`src/rtl/core/bse_pkg.sv`:
```
// Shared types, constants and lookup tables for the state-of-charge estimator.
package bse_pkg;

  localparam int OCV_POINTS = 13;
  localparam int SEG_W      = 4;
  localparam int SOC_W      = 27;

  localparam logic [SOC_W-1:0] SOC_FULL = 27'd100000000;

  // Register indexes of the configuration port.
  localparam logic [2:0] REG_CAPACITY    = 3'd0;
  localparam logic [2:0] REG_FULL_MV     = 3'd1;
  localparam logic [2:0] REG_EMPTY_MV    = 3'd2;
  localparam logic [2:0] REG_REST_MA     = 3'd3;
  localparam logic [2:0] REG_DONE_MA     = 3'd4;
  localparam logic [2:0] REG_POS_DISCHG  = 3'd5;

  // OCV table, descending voltage, SoC in micro-percent.
  localparam logic [15:0] OCV_MV [OCV_POINTS] = '{
    16'd29200, 16'd27200, 16'd26800, 16'd26640, 16'd26480, 16'd26320, 16'd26160,
    16'd26000, 16'd25760, 16'd25360, 16'd24240, 16'd22400, 16'd20500
  };
  localparam logic [SOC_W-1:0] OCV_MICRO [OCV_POINTS] = '{
    27'd100000000, 27'd95000000, 27'd90000000, 27'd80000000, 27'd70000000,
    27'd60000000, 27'd50000000, 27'd40000000, 27'd30000000, 27'd20000000,
    27'd10000000, 27'd5000000, 27'd0
  };

  typedef enum logic [3:0] {
    S_IDLE, S_DECIDE, S_OCV, S_BLEND_GO, S_BLEND, S_COUNT,
    S_CENTI_GO, S_CENTI, S_REM_GO, S_REM, S_DONE
  } bse_state_t;

  typedef enum logic [1:0] {
    P_IDLE, P_MUL, P_DIV
  } bse_phase_t;

  // One arithmetic job: (x * y + addend) / divisor.
  typedef struct packed {
    logic [31:0] x;
    logic [31:0] y;
    logic [63:0] addend;
    logic [31:0] divisor;
  } bse_op_t;

endpackage

```
`src/rtl/core/bse_if.sv`:
```
// Valid/ready channel interfaces for meter samples and estimator results.
interface bse_sample_if;
  logic               valid;
  logic               ready;
  logic [15:0]        voltage_mv;
  logic signed [19:0] current_ma;
  logic [31:0]        now_ms;
  logic               sample_valid;

  modport source (output valid, voltage_mv, current_ma, now_ms, sample_valid, input ready);
  modport sink   (input valid, voltage_mv, current_ma, now_ms, sample_valid, output ready);
endinterface

interface bse_result_if;
  logic        valid;
  logic        ready;
  logic [13:0] soc_centi_percent;
  logic        soc_known;
  logic [15:0] remaining_mah;

  modport source (output valid, soc_centi_percent, soc_known, remaining_mah, input ready);
  modport sink   (input valid, soc_centi_percent, soc_known, remaining_mah, output ready);
endinterface

```
`src/rtl/core/bse_arith.sv`:
```
// Bit-serial multiply-accumulate followed by a bit-serial restoring divide.
module bse_arith (
  input  logic            clk,
  input  logic            rst,
  input  logic            start,
  input  bse_pkg::bse_op_t op,
  output logic            done,
  output logic [63:0]     quotient
);
  import bse_pkg::*;

  bse_phase_t  phase, phase_next;
  logic [5:0]  cnt;
  logic [63:0] acc;
  logic [63:0] xs;
  logic [31:0] ys;
  logic [31:0] dv;
  logic [31:0] rem;
  logic [32:0] rem_sh;
  logic        fits;

  assign rem_sh   = {rem, acc[63]};
  assign fits     = rem_sh >= {1'b0, dv};
  assign quotient = acc;

  always_comb begin
    phase_next = phase;
    case (phase)
      P_IDLE: if (start) phase_next = P_MUL;
      P_MUL:  if (cnt == 6'd31) phase_next = P_DIV;
      P_DIV:  if (cnt == 6'd63) phase_next = P_IDLE;
      default: phase_next = P_IDLE;
    endcase
  end

  always_ff @(posedge clk) begin
    if (rst) begin
      phase <= P_IDLE;
      done  <= 1'b0;
    end else begin
      phase <= phase_next;
      done  <= (phase == P_DIV) && (cnt == 6'd63);
    end
  end

  always_ff @(posedge clk) begin
    case (phase)
      P_IDLE: begin
        if (start) begin
          acc <= op.addend;
          xs  <= {32'd0, op.x};
          ys  <= op.y;
          dv  <= op.divisor;
          cnt <= 6'd0;
        end
      end
      P_MUL: begin
        // add one shifted partial product per cycle
        if (ys[0]) acc <= acc + xs;
        xs  <= {xs[62:0], 1'b0};
        ys  <= {1'b0, ys[31:1]};
        rem <= 32'd0;
        cnt <= (cnt == 6'd31) ? 6'd0 : cnt + 6'd1;
      end
      P_DIV: begin
        // one quotient bit per cycle, shifted into the dividend register
        if (fits) rem <= 32'(rem_sh - {1'b0, dv});
        else      rem <= rem_sh[31:0];
        acc <= {acc[62:0], fits};
        cnt <= cnt + 6'd1;
      end
      default: ;
    endcase
  end

endmodule

```
`src/rtl/core/battery_soc_estimator.sv`:
```
// Top level of the battery state-of-charge estimator.
// Takes one meter sample per item and returns one result item. Charge is held in
// micro-percent; anchors apply in order: full charge (voltage at or above the full
// threshold with small current) sets 100%, empty voltage sets 0%, an unknown
// estimate is seeded from the OCV table, a resting battery blends 2% toward the
// OCV value, and otherwise current times elapsed time is counted and clamped.
// All products and quotients go through one shared bit-serial unit that first
// multiplies and then divides. An item runs zero to four jobs: the state update
// takes none for an invalid sample or an anchor, one for counting, for seeding
// between table points or for a rest blend beyond the table ends, two for a rest
// blend between table points, plus two for the reported percent and mAh once the
// estimate is known (none while unknown). One item is in work at a time; a
// finished result waits in an output register until taken.
module battery_soc_estimator (
  input  logic        clk,
  input  logic        rst,
  input  logic        cfg_we,
  input  logic [2:0]  cfg_index,
  input  logic [15:0] cfg_data,
  bse_sample_if.sink  sample,
  bse_result_if.source result
);
  import bse_pkg::*;

  // Configuration registers
  logic [15:0] capacity_mah, full_voltage_mv, empty_voltage_mv;
  logic [15:0] rest_current_ma, charge_done_current_ma;
  logic        positive_is_discharge;

  // Estimator state
  logic [SOC_W-1:0] soc;
  logic             known;
  logic [31:0]      last_time;

  // Captured sample
  logic [15:0] v;
  logic [19:0] mag;
  logic        neg;
  logic [31:0] now;
  logic        s_valid;

  bse_state_t       state, state_next;
  logic [SEG_W-1:0] seg, seg_found;
  logic             blend_pend;
  logic [SOC_W-1:0] ocv_val;
  logic [13:0]      centi;
  logic [15:0]      rem_mah;

  logic        start;
  bse_op_t     op;
  logic        done;
  logic [63:0] q;

  logic             full_hit, empty_hit, ocv_hi, ocv_lo, lower;
  logic [SOC_W-1:0] ocv_edge, ocv_now, d_clamp, soc_count;
  logic [19:0]      raw_mag;
  logic [15:0]      cap_eff;
  logic [SOC_W:0]   soc_sum;
  logic             out_free;

  bse_arith u_arith (
    .clk      (clk),
    .rst      (rst),
    .start    (start),
    .op       (op),
    .done     (done),
    .quotient (q)
  );

  // Magnitude of the sample current; the most negative code keeps its size.
  assign raw_mag = sample.current_ma[19] ? 20'(-sample.current_ma) : sample.current_ma;

  assign full_hit  = (v >= full_voltage_mv) && (mag < {4'd0, charge_done_current_ma});
  assign empty_hit = v <= empty_voltage_mv;
  assign ocv_hi    = v >= OCV_MV[0];
  assign ocv_lo    = v <= OCV_MV[OCV_POINTS-1];
  assign ocv_edge  = ocv_hi ? SOC_FULL : '0;
  assign cap_eff   = (capacity_mah == 16'd0) ? 16'd1 : capacity_mah;
  assign lower     = (!neg && mag != 20'd0) ? positive_is_discharge : !positive_is_discharge;
  assign ocv_now   = OCV_MICRO[seg + SEG_W'(1)] + q[SOC_W-1:0];
  assign d_clamp   = (q > {37'd0, SOC_FULL}) ? SOC_FULL : q[SOC_W-1:0];
  assign soc_sum   = {1'b0, soc} + {1'b0, d_clamp};
  assign out_free  = !result.valid || result.ready;

  always_comb begin
    if (lower) soc_count = (d_clamp >= soc) ? '0 : soc - d_clamp;
    else       soc_count = (soc_sum > {1'b0, SOC_FULL}) ? SOC_FULL : soc_sum[SOC_W-1:0];
  end

  // First table segment whose lower voltage is at or below the sample.
  always_comb begin
    seg_found = '0;
    for (int k = OCV_POINTS - 2; k >= 0; k--) begin
      if (v >= OCV_MV[k+1]) seg_found = SEG_W'(k);
    end
  end

  // Next state and arithmetic job selection
  always_comb begin
    state_next = state;
    start      = 1'b0;
    op         = '0;
    case (state)
      S_IDLE: if (sample.valid) state_next = S_DECIDE;
      S_DECIDE: begin
        if (!s_valid || full_hit || empty_hit) begin
          state_next = S_CENTI_GO;
        end else if (!known || (mag < {4'd0, rest_current_ma})) begin
          if (ocv_hi || ocv_lo) begin
            state_next = known ? S_BLEND_GO : S_CENTI_GO;
          end else begin
            start      = 1'b1;
            op.x       = {16'd0, 16'(v - OCV_MV[seg_found + SEG_W'(1)])};
            op.y       = {5'd0, 27'(OCV_MICRO[seg_found]
                                    - OCV_MICRO[seg_found + SEG_W'(1)])};
            op.divisor = {16'd0, 16'(OCV_MV[seg_found] - OCV_MV[seg_found + SEG_W'(1)])};
            state_next = S_OCV;
          end
        end else begin
          start      = 1'b1;
          op.x       = {12'd0, mag} * 32'd1000;
          op.y       = now - last_time;
          op.divisor = {16'd0, cap_eff} * 32'd36;
          state_next = S_COUNT;
        end
      end
      S_OCV: if (done) state_next = blend_pend ? S_BLEND_GO : S_CENTI_GO;
      S_BLEND_GO: begin
        start      = 1'b1;
        op.x       = {5'd0, soc};
        op.y       = 32'd98;
        op.addend  = {36'd0, ocv_val, 1'b0};
        op.divisor = 32'd100;
        state_next = S_BLEND;
      end
      S_BLEND: if (done) state_next = S_CENTI_GO;
      S_COUNT: if (done) state_next = S_CENTI_GO;
      S_CENTI_GO: begin
        if (known) begin
          start      = 1'b1;
          op.x       = {5'd0, soc};
          op.y       = 32'd1;
          op.divisor = 32'd10000;
          state_next = S_CENTI;
        end else begin
          state_next = S_DONE;
        end
      end
      S_CENTI: if (done) state_next = S_REM_GO;
      S_REM_GO: begin
        start      = 1'b1;
        op.x       = {16'd0, capacity_mah};
        op.y       = {5'd0, soc};
        op.divisor = 32'd100000000;
        state_next = S_REM;
      end
      S_REM: if (done) state_next = S_DONE;
      S_DONE: if (out_free) state_next = S_IDLE;
      default: state_next = S_IDLE;
    endcase
  end

  assign sample.ready = (state == S_IDLE);

  always_ff @(posedge clk) begin
    if (rst) begin
      state                  <= S_IDLE;
      capacity_mah           <= 16'd18000;
      full_voltage_mv        <= 16'd29200;
      empty_voltage_mv       <= 16'd20500;
      rest_current_ma        <= 16'd100;
      charge_done_current_ma <= 16'd200;
      positive_is_discharge  <= 1'b1;
      soc                    <= '0;
      known                  <= 1'b0;
      last_time              <= 32'd0;
      result.valid           <= 1'b0;
    end else begin
      state <= state_next;
      if (cfg_we) begin
        case (cfg_index)
          REG_CAPACITY:   capacity_mah           <= cfg_data;
          REG_FULL_MV:    full_voltage_mv        <= cfg_data;
          REG_EMPTY_MV:   empty_voltage_mv       <= cfg_data;
          REG_REST_MA:    rest_current_ma        <= cfg_data;
          REG_DONE_MA:    charge_done_current_ma <= cfg_data;
          REG_POS_DISCHG: positive_is_discharge  <= cfg_data[0];
          default: ;
        endcase
      end
      case (state)
        S_DECIDE: begin
          if (s_valid) begin
            last_time <= now;
            if (full_hit) begin
              soc   <= SOC_FULL;
              known <= 1'b1;
            end else if (empty_hit) begin
              soc   <= '0;
              known <= 1'b1;
            end else if (!known && (ocv_hi || ocv_lo)) begin
              soc   <= ocv_edge;
              known <= 1'b1;
            end
          end
        end
        S_OCV: begin
          if (done && !blend_pend) begin
            soc   <= ocv_now;
            known <= 1'b1;
          end
        end
        S_BLEND: if (done) soc <= q[SOC_W-1:0];
        S_COUNT: if (done) soc <= soc_count;
        default: ;
      endcase
      // hold the result until taken, then drop it
      if (state == S_DONE && out_free) result.valid <= 1'b1;
      else if (result.ready)           result.valid <= 1'b0;
    end
  end

  // Payload registers
  always_ff @(posedge clk) begin
    if (state == S_IDLE && sample.valid) begin
      v       <= sample.voltage_mv;
      mag     <= raw_mag;
      neg     <= sample.current_ma[19];
      now     <= sample.now_ms;
      s_valid <= sample.sample_valid;
    end
    if (state == S_DECIDE) begin
      seg        <= seg_found;
      blend_pend <= known;
      ocv_val    <= ocv_edge;
    end
    if (state == S_OCV && done) ocv_val <= ocv_now;
    if (state == S_CENTI_GO && !known) begin
      centi   <= 14'd0;
      rem_mah <= 16'd0;
    end
    if (state == S_CENTI && done) centi   <= q[13:0];
    if (state == S_REM && done)   rem_mah <= q[15:0];
    if (state == S_DONE && out_free) begin
      result.soc_centi_percent <= centi;
      result.soc_known         <= known;
      result.remaining_mah     <= rem_mah;
    end
  end

endmodule
```
`src/flat_wrapper.sv`:
```
// flat-port wrapper written by rule: the top's interface ports become plain ports
module battery_soc_estimator_flat import bse_pkg::*;
  (clk, rst, cfg_we, cfg_index, cfg_data, sample_valid, sample_voltage_mv, sample_current_ma, sample_now_ms, sample_sample_valid, sample_ready, result_valid, result_soc_centi_percent, result_soc_known, result_remaining_mah, result_ready);
  bse_sample_if sample_i ();
  bse_result_if result_i ();
  input  logic clk;
  input  logic rst;
  input  logic cfg_we;
  input  logic [2:0] cfg_index;
  input  logic [15:0] cfg_data;
  input wire logic [$bits(sample_i.valid)-1:0] sample_valid;
  input wire logic [$bits(sample_i.voltage_mv)-1:0] sample_voltage_mv;
  input wire logic [$bits(sample_i.current_ma)-1:0] sample_current_ma;
  input wire logic [$bits(sample_i.now_ms)-1:0] sample_now_ms;
  input wire logic [$bits(sample_i.sample_valid)-1:0] sample_sample_valid;
  output wire logic [$bits(sample_i.ready)-1:0] sample_ready;
  output wire logic [$bits(result_i.valid)-1:0] result_valid;
  output wire logic [$bits(result_i.soc_centi_percent)-1:0] result_soc_centi_percent;
  output wire logic [$bits(result_i.soc_known)-1:0] result_soc_known;
  output wire logic [$bits(result_i.remaining_mah)-1:0] result_remaining_mah;
  input wire logic [$bits(result_i.ready)-1:0] result_ready;
  assign sample_i.valid = sample_valid;
  assign sample_i.voltage_mv = sample_voltage_mv;
  assign sample_i.current_ma = sample_current_ma;
  assign sample_i.now_ms = sample_now_ms;
  assign sample_i.sample_valid = sample_sample_valid;
  assign sample_ready = sample_i.ready;
  assign result_valid = result_i.valid;
  assign result_soc_centi_percent = result_i.soc_centi_percent;
  assign result_soc_known = result_i.soc_known;
  assign result_remaining_mah = result_i.remaining_mah;
  assign result_i.ready = result_ready;
  battery_soc_estimator u_core (.clk(clk), .rst(rst), .cfg_we(cfg_we), .cfg_index(cfg_index), .cfg_data(cfg_data), .sample(sample_i), .result(result_i));
endmodule
```
`config.mk`:
```
export PLATFORM = sky130hd
export DESIGN_NAME = battery_soc_estimator_flat
export DESIGN_NICKNAME = d
export VERILOG_FILES = /design/src/rtl/core/bse_pkg.sv /design/src/rtl/core/bse_if.sv /design/src/rtl/core/bse_arith.sv /design/src/rtl/core/battery_soc_estimator.sv /design/src/flat_wrapper.sv
export SDC_FILE = /design/constraint.sdc
export NUM_CORES = 2
export LEC_CHECK = 0
export BUFFER_PORTS_ARGS = -buffer_cell sky130_fd_sc_hd__buf_2
export CORE_ASPECT_RATIO = 1.4
export CORE_MARGIN = 2
export CORE_UTILIZATION = 27
export DETAILED_ROUTE_END_ITERATION = 8
export GPL_ROUTABILITY_DRIVEN = 0
export SLEW_MARGIN = 5
export SYNTH_ARGS = -nofsm -noshare
export SYNTH_HDL_FRONTEND = slang
export SYNTH_SLANG_ARGS = --single-unit
export TNS_END_PERCENT = 20
```
`constraint.sdc`:
```
create_clock -name clk -period 9 [get_ports clk]
set_input_delay 0.45 -clock clk [delete_from_list [all_inputs] [get_ports clk]]
set_output_delay 0.45 -clock clk [all_outputs]
set_load 0.05 [all_outputs]
```
* Word level (Yosys, flattened, before mapping)
Memories as Yosys holds them, arrays and structs flattened.
Cells that the tools add are included.
** Operators by class
- Multiply operators :: 2
- Bitwise gates (word level) :: 3
- Mux-type cells :: 97
- Add/subtract/negate cells :: 13
- Magnitude comparators :: 25
- Reduce and logical (&&, ||, !) cells :: 53
- Eq/ne operators :: 34
** Operators with widths (count)
- 27-bit 2-to-1 mux :: 20
- 64-bit 2-to-1 mux :: 5
- 64-bit case mux with 4 select lines :: 1
- 16-bit by 15-bit greater-or-equal comparator with 1-bit output (second input constant) :: 13
- 64-bit case mux with 3 select lines :: 1
- 16-bit 2-to-1 mux :: 8
- 32-bit case mux with 2 select lines :: 2
- 32-bit case mux with 4 select lines :: 1
- 64-bit case mux with 2 select lines :: 1
- 27-bit case mux with 4 select lines :: 1
- 32-bit 2-to-1 mux :: 3
- 4-bit 2-to-1 mux :: 22
- 64-bit adder :: 1
- 64-bit by 27-bit greater-than comparator with 1-bit output (second input constant) :: 1
- 32-bit subtractor :: 2
- 59-bit 2-to-1 mux :: 1
- 27-bit subtractor :: 2
- 48-bit 2-to-1 mux :: 1
- 14-bit 2-to-1 mux :: 3
- 20-bit by 16-bit < comparator with 1-bit output :: 2
- 4-bit case mux with 10 select lines :: 1
- 33-bit by 32-bit greater-or-equal comparator with 1-bit output :: 1
- 16-bit subtractor :: 2
- 27-bit by 27-bit adder with 28-bit output :: 1
- other kinds (54) :: 131
** Word-level totals
- Memories kept :: 5
- Output and inout bits :: 33
- Flip-flop bits (word level) :: 542
- Word-level logic and storage cells :: 265
- Memory bits (read-only) :: 1808
** Memories
- (name not given) :: words 16, width 27, read ports 1, clocked after Yosys merged registers in 0, write ports 0, line battery_soc_estimator.sv:80 : assign ocv_now = OCV_MICRO[seg + SEG_W'(1)] + q[SOC_W-1:0];
- (name not given) :: words 16, width 27, read ports 1, clocked after Yosys merged registers in 0, write ports 0, line battery_soc_estimator.sv:114 : op.y = {5'd0, 27'(OCV_MICRO[seg_found]
- (name not given) :: words 16, width 27, read ports 1, clocked after Yosys merged registers in 0, write ports 0, line battery_soc_estimator.sv:115 : - OCV_MICRO[seg_found + SEG_W'(1)])};
- (name not given) :: words 16, width 16, read ports 1, clocked after Yosys merged registers in 0, write ports 0, line battery_soc_estimator.sv:113 : op.x = {16'd0, 16'(v - OCV_MV[seg_found + SEG_W'(1)])};
- (name not given) :: words 16, width 16, read ports 1, clocked after Yosys merged registers in 0, write ports 0, line battery_soc_estimator.sv:116 : op.divisor = {16'd0, 16'(OCV_MV[seg_found] - OCV_MV[seg_found + SEG_W'(1)])};

* Depth between registers and ports, before layout
- Depth in word-level cells :: 25
- Mapped depth :: 28

* Modules after synthesis
Synthesis repeated with hierarchy kept, for this count alone.
** Unflattened totals
- Cells, all modules :: 4879
- Area, all modules :: 43594.3 um^2
** Modules (own cells, without submodules)
- battery_soc_estimator :: area an instance 28452.3 um^2, cells each 3422, seq. area each 7817.5 um^2, times used 1
- bse_arith :: area an instance 15142.0 um^2, cells each 1457, seq. area each 6966.7 um^2, times used 1

* Worst setup path after synthesis
OpenSTA, ideal clock, no wires.
- Kind :: reg2reg
- Start :: register u_core.v[9]
- End :: register u_core.u_arith.acc[0] (netlist: u_core.u_arith.quotient[0]) (enable)
- Arrival time :: 7681 ps
- Cell stages (with the launch flop) :: 12
- Clock period less this slack :: 8269 ps
- Slack :: 731 ps
- Cell sequence :: edfxtp_1 -> ha_1 -> a21o_1 -> a21o_1 -> a21oi_1 -> nor2_1 -> a2111oi_0 -> a211oi_1 -> a211oi_2 -> and2_0 -> a2111oi_2 -> a221oi_1
** Between the ends
- Word-level cells in the longest chain between the ends :: 8
- Elaborated cells on any way between the ends :: 14
- Classes of those cells :: order compare (4); eq/ne (1); mux (4); reduce/logical (5)
** RTL lines
- start, declared :: line battery_soc_estimator.sv:36 : logic [15:0] v;
- start signal, assigned :: line battery_soc_estimator.sv:226 : v <= sample.voltage_mv;
- 16-bit by 15-bit greater-or-equal comparator with 1-bit output (tied with other cells) :: line battery_soc_estimator.sv:75 : assign ocv_hi = v >= OCV_MV[0];
- 1-bit logical OR / 1-bit logical AND (equally long branches) :: line battery_soc_estimator.sv:109, battery_soc_estimator.sv:73
- 1-bit 2-to-1 mux / 1-bit logical OR (equally long branches) :: line battery_soc_estimator.sv:109, battery_soc_estimator.sv:106
- 1-bit 2-to-1 mux / 1-bit logical OR (equally long branches) :: line battery_soc_estimator.sv:108, battery_soc_estimator.sv:106
- 1-bit 2-to-1 mux (*) :: line battery_soc_estimator.sv:106 : if (!s_valid || full_hit || empty_hit) begin
- 1-bit case mux with 3 select lines (*) :: line battery_soc_estimator.sv:103 : case (state)
- 2-bit by 1-bit inequality test with 1-bit output (no source line) (*)
- 3-bit AND reduction (no source line) (*)
- end signal, assigned :: line bse_arith.sv:50 : acc <= op.addend;
- end signal, assigned :: line bse_arith.sv:59 : if (ys[0]) acc <= acc + xs;
- end signal, assigned :: line bse_arith.sv:69 : acc <= {acc[62:0], fits};
- end, declared :: line bse_arith.sv:14 : logic [63:0] acc;
Mark *: on every way between the ends. The rest lies on a longest branch, timed or not.
A chain may end at the register's enable or synchronous reset.

* Final worst setup path
- Start :: register u_core.v[7]
- End :: register u_core.u_arith.ys[21] (data pin)
** Between the ends
- Word-level cells in the longest chain between the ends :: 25
- Elaborated cells on any way between the ends :: 48
- Classes of those cells :: add/sub (2); order compare (16); mux (22); bitwise (2); reduce/logical (4); memory (2)
** RTL lines
- 16-bit by 15-bit greater-or-equal comparator with 1-bit output :: line battery_soc_estimator.sv:94 : if (v >= OCV_MV[k+1]) seg_found = SEG_W'(k);
- 4-bit 2-to-1 mux (11 in series) :: line battery_soc_estimator.sv:94
- 4-bit 2-to-1 mux (*) :: line battery_soc_estimator.sv:94
- via u_core.seg_found[0] :: line battery_soc_estimator.sv:43 : logic [SEG_W-1:0] seg, seg_found;
- 4-bit by 1-bit adder with 4-bit output :: line battery_soc_estimator.sv:115
- 4-bit inverter with 5-bit output (not written as such) :: line battery_soc_estimator.sv:115
- memory read 16 x 27 bit
- 27-bit 2-to-1 mux (not written as such) (2 in series) :: line battery_soc_estimator.sv:115
- 27-bit subtractor (*) :: line battery_soc_estimator.sv:115
- 48-bit 2-to-1 mux (*) :: line battery_soc_estimator.sv:109 : if (ocv_hi || ocv_lo) begin
- 64-bit 2-to-1 mux (*) :: line battery_soc_estimator.sv:108 : end else if (!known || (mag < {4'd0, rest_current_ma})) begin
- 64-bit 2-to-1 mux (*) :: line battery_soc_estimator.sv:106
- 64-bit case mux with 4 select lines (*) :: line battery_soc_estimator.sv:103
- 32-bit 2-to-1 mux (*) :: line bse_arith.sv:49 : if (start) begin
- 32-bit case mux with 2 select lines (*) :: line bse_arith.sv:47 : case (phase)
- end signal, assigned :: line bse_arith.sv:52 : ys <= op.y;
- end signal, assigned :: line bse_arith.sv:61 : ys <= {1'b0, ys[31:1]};
- end, declared :: line bse_arith.sv:16 : logic [31:0] ys;
Mark *: on every way through the listed nets, which the timed path passes. The rest lies on a longest branch. The select of a mux whose other input is x is not followed.

==> impl_metrics.json <==
{
  "synth_fa_ha_area_share_pct": 16.3,
  "synth_area_per_cell_sq_um": 8.98,
  "start_util_pct": 27.1,
  "synth_area_leader_cell": "edfxtp_1",
  "outcome": "finished, final reports clean",
  "ys_async_sr_fraction_pct": 0,
  "finalClockSkew_ps": 61.9,
  "dp_hpwl_microns": 105000,
  "cp_max_fo": 38,
  "hp-class": "in2reg",
  "fmax_mhz": 137,
  "crit_buf_inv": 4,
  "drtIter0Drc": 2974,
  "portBuffers": 125,
  "path_clk_slew_ps": 60,
  "routed_wl_microns": 138000,
  "worstPathRequired_ps": 9420,
  "slowest_stage": "ha_1",
  "rows": 170,
  "first_global_vias": 35600,
  "drv_slew": 0,
  "design.die.area_sq_mm": 0.157,
  "antenna_found_initial": 9,
  "clk_latency_ps": 690,
  "track_usage_pct": 17.3,
  "synth_top_cell_area_share_pct": 27.7,
  "synth_top_family_by_area": "compound AO/OA/AOI/OAI gates",
  "cp_top_family": "compound AO/OA/AOI/OAI gates",
  "synth_compound_area_share_pct": 22.5,
  "htreeDepth": 2,
  "peakVddDrop_mv": 0.592,
  "synth-edff-count": 382,
  "p_leak_nw": 18.1,
  "cts_tree": "done",
  "synth_cells": 4617,
  "num_vias": 35800,
  "drt_pre_antenna_iters": 6,
  "crit_path_end_kind": "flop",
  "post-synth-top-count-cell": "nand2_1",
  "dpl-instance-area_sq_mm": 0.0442,
  "areaGrowthSynthToFinish_pct": 12.3,
  "worst_setup_path_start_kind": "flop",
  "synth_common_cells": "nand2_1, ha_1, a21oi_1",
  "synth_cell_types": 105,
  "worst_pin_slew_ps": 1260,
  "cp.arrival_ps": 7750,
  "fin_tns_setup_ps": 0,
  "reg2reg_slack_ps": 1680,
  "die_h_microns": 468,
  "synthXorXnorAreaFrac_pct": 5.26,
  "hold_viol_final": 0,
  "setup_violations": 0,
  "grt_overflow": 0,
  "ys_seq_elements": 531,
  "critical_path_class": "reg2reg",
  "wl_per_cell_microns": 20.6,
  "synthSimpleGateAreaFrac_pct": 15.6,
  "syn_area_sq_mm": 0.0415,
  "synth_area_leaders": "edfxtp_1, ha_1, dfxtp_1, nand2_1, a21oi_1",
  "die_w_microns": 335,
  "holdWs_ps": 66.6,
  "design_area_sq_mm": 0.0466,
  "ios": 126,
  "remaining_drc_errors": 0,
  "period_needed_ps": 7320,
  "min_period_over_period_pct": 81.4,
  "ant_nets": 0,
  "grt_setup_unrepaired": "no",
  "clock_path_buffers": 3,
  "grt_max_degree": 79,
  "total_power_mw": 17.9,
  "cts-buffers-inserted": 59,
  "cts.sinks": 531,
  "final_util_pct": 30.4,
  "critPathMaxStageDelay_ps": 970,
  "slew-limit-headroom_pct": 15.2,
  "final_nets": 5267,
  "drv_cap": 0,
  "core-area_sq_mm": 0.153,
  "p_per_area_mw_per_mm2": 385,
  "grt_pass1_wl_microns": 211000,
  "drive_above_1_share_pct": 7.16,
  "yosysSeqAreaShare_pct": 34.9,
  "synthFlopType": "edfxtp_1",
  "synth_warnings": 0,
  "synth_fp_nets": 5201,
  "viasPerCell": 5.33,
  "muxShareOfSynthArea_pct": 0.730,
  "clockRootBuffer": "clkbuf_16"
}
sequential cells by signal, summed over array words and instances (netlist names), 20 cells and up:
register / count
u_core.last_time: 32
u_core.mag: 20
u_core.now: 32
u_core.ocv_val: 27
u_core.soc: 27
u_core.u_arith.dv: 21
u_core.u_arith.quotient: 64
u_core.u_arith.rem: 32
u_core.u_arith.xs: 64
u_core.u_arith.ys: 32
cells by family after synthesis:
kind of cell | after synthesis
AO/OA/AOI/OAI | 1424
XOR/XNOR | 249
adder cells (fa/ha/maj) | 491
buffers and inverters | 520
flip-flops | 531
multiplexers | 30
other | 1
AND/OR/NAND/NOR | 1371
what timing repair did:
action,in CTS,in global routing
hold buffers,49,0
setup buffers,0,0
hold endpoints to repair,49,0
resized for setup,0,0
endpoints found under the setup margin,0,0
cell usage in the layout, fill, tap and decap left out, types with 121 or more instances in the layout:
master / n
a21o_1: 121
a21oi_1: 392
buf_2: 124
dfxtp_1: 149
edfxtp_1: 382
ha_1: 409
inv_1: 302
nand2_1: 551
nor2_1: 258
o21ai_0: 346
xnor2_1: 166
power by group:
part           leakage [nW]  total [mW]  switching, mW  internal (mW)
registers              4.84        3.85          0.591           3.26
clock network         0.940        2.47           1.11           1.36
logic                  12.4        11.6           7.16           4.46
routing by layer:
layer  vias to the layer above  track usage (%)  part of all wire (%)
li1                      16900                -                     -
met5                         -                0                 0.041
met4                         8             11.4                   7.4
met2                      1302             30.9                    49
met1                     17100             18.7                    37
met3                       474             3.12                   6.2
stage by stage:
| stage | cells | setup WS [ps] |
|---|---|---|
| 6_report | 6715 | 1680 |
| 5_1_grt | 6712 | 946 |
| 4_1_cts | 6710 | 1780 |
| 3_5_place_dp | 6551 | 1790 |
| 3_3_place_gp | 6551 | 1850 |
| 2_1_floorplan | 4617 | 731 |
path summary, 6_finish.rpt:
kind / endpoint / from / cells after the start
worst max-delay path: u_core.u_arith.ys[21] / u_core.v[7] / 28
worst min-delay path: u_core.rest_current_ma[4] / cfg_data[4] / 3
worst max register to register: u_core.u_arith.ys[21] / u_core.v[7] / 28
worst min register to register: u_core.result.remaining_mah[1] / u_core.rem_mah[1] / 0
final cells by class:
| class | count | area (sq um) |
|---|---|---|
| fillers | 15900 | 106000 |
| multi-input cells | 3566 | 25100 |
| flip-flops and latches | 531 | 14500 |
| well taps | 1978 | 2470 |
| clock buffers | 81 | 1620 |
| repair buffers | 218 | 1450 |
| inverters | 307 | 1150 |
| clock inverters | 29 | 289 |
| diodes | 5 | 12.5 |
worst min-delay path: stages:
cell and delay (ps):
buf_2 140, nand2_1 60, a21oi_1 50
Note: power is estimated with default switching activity, not from simulation.
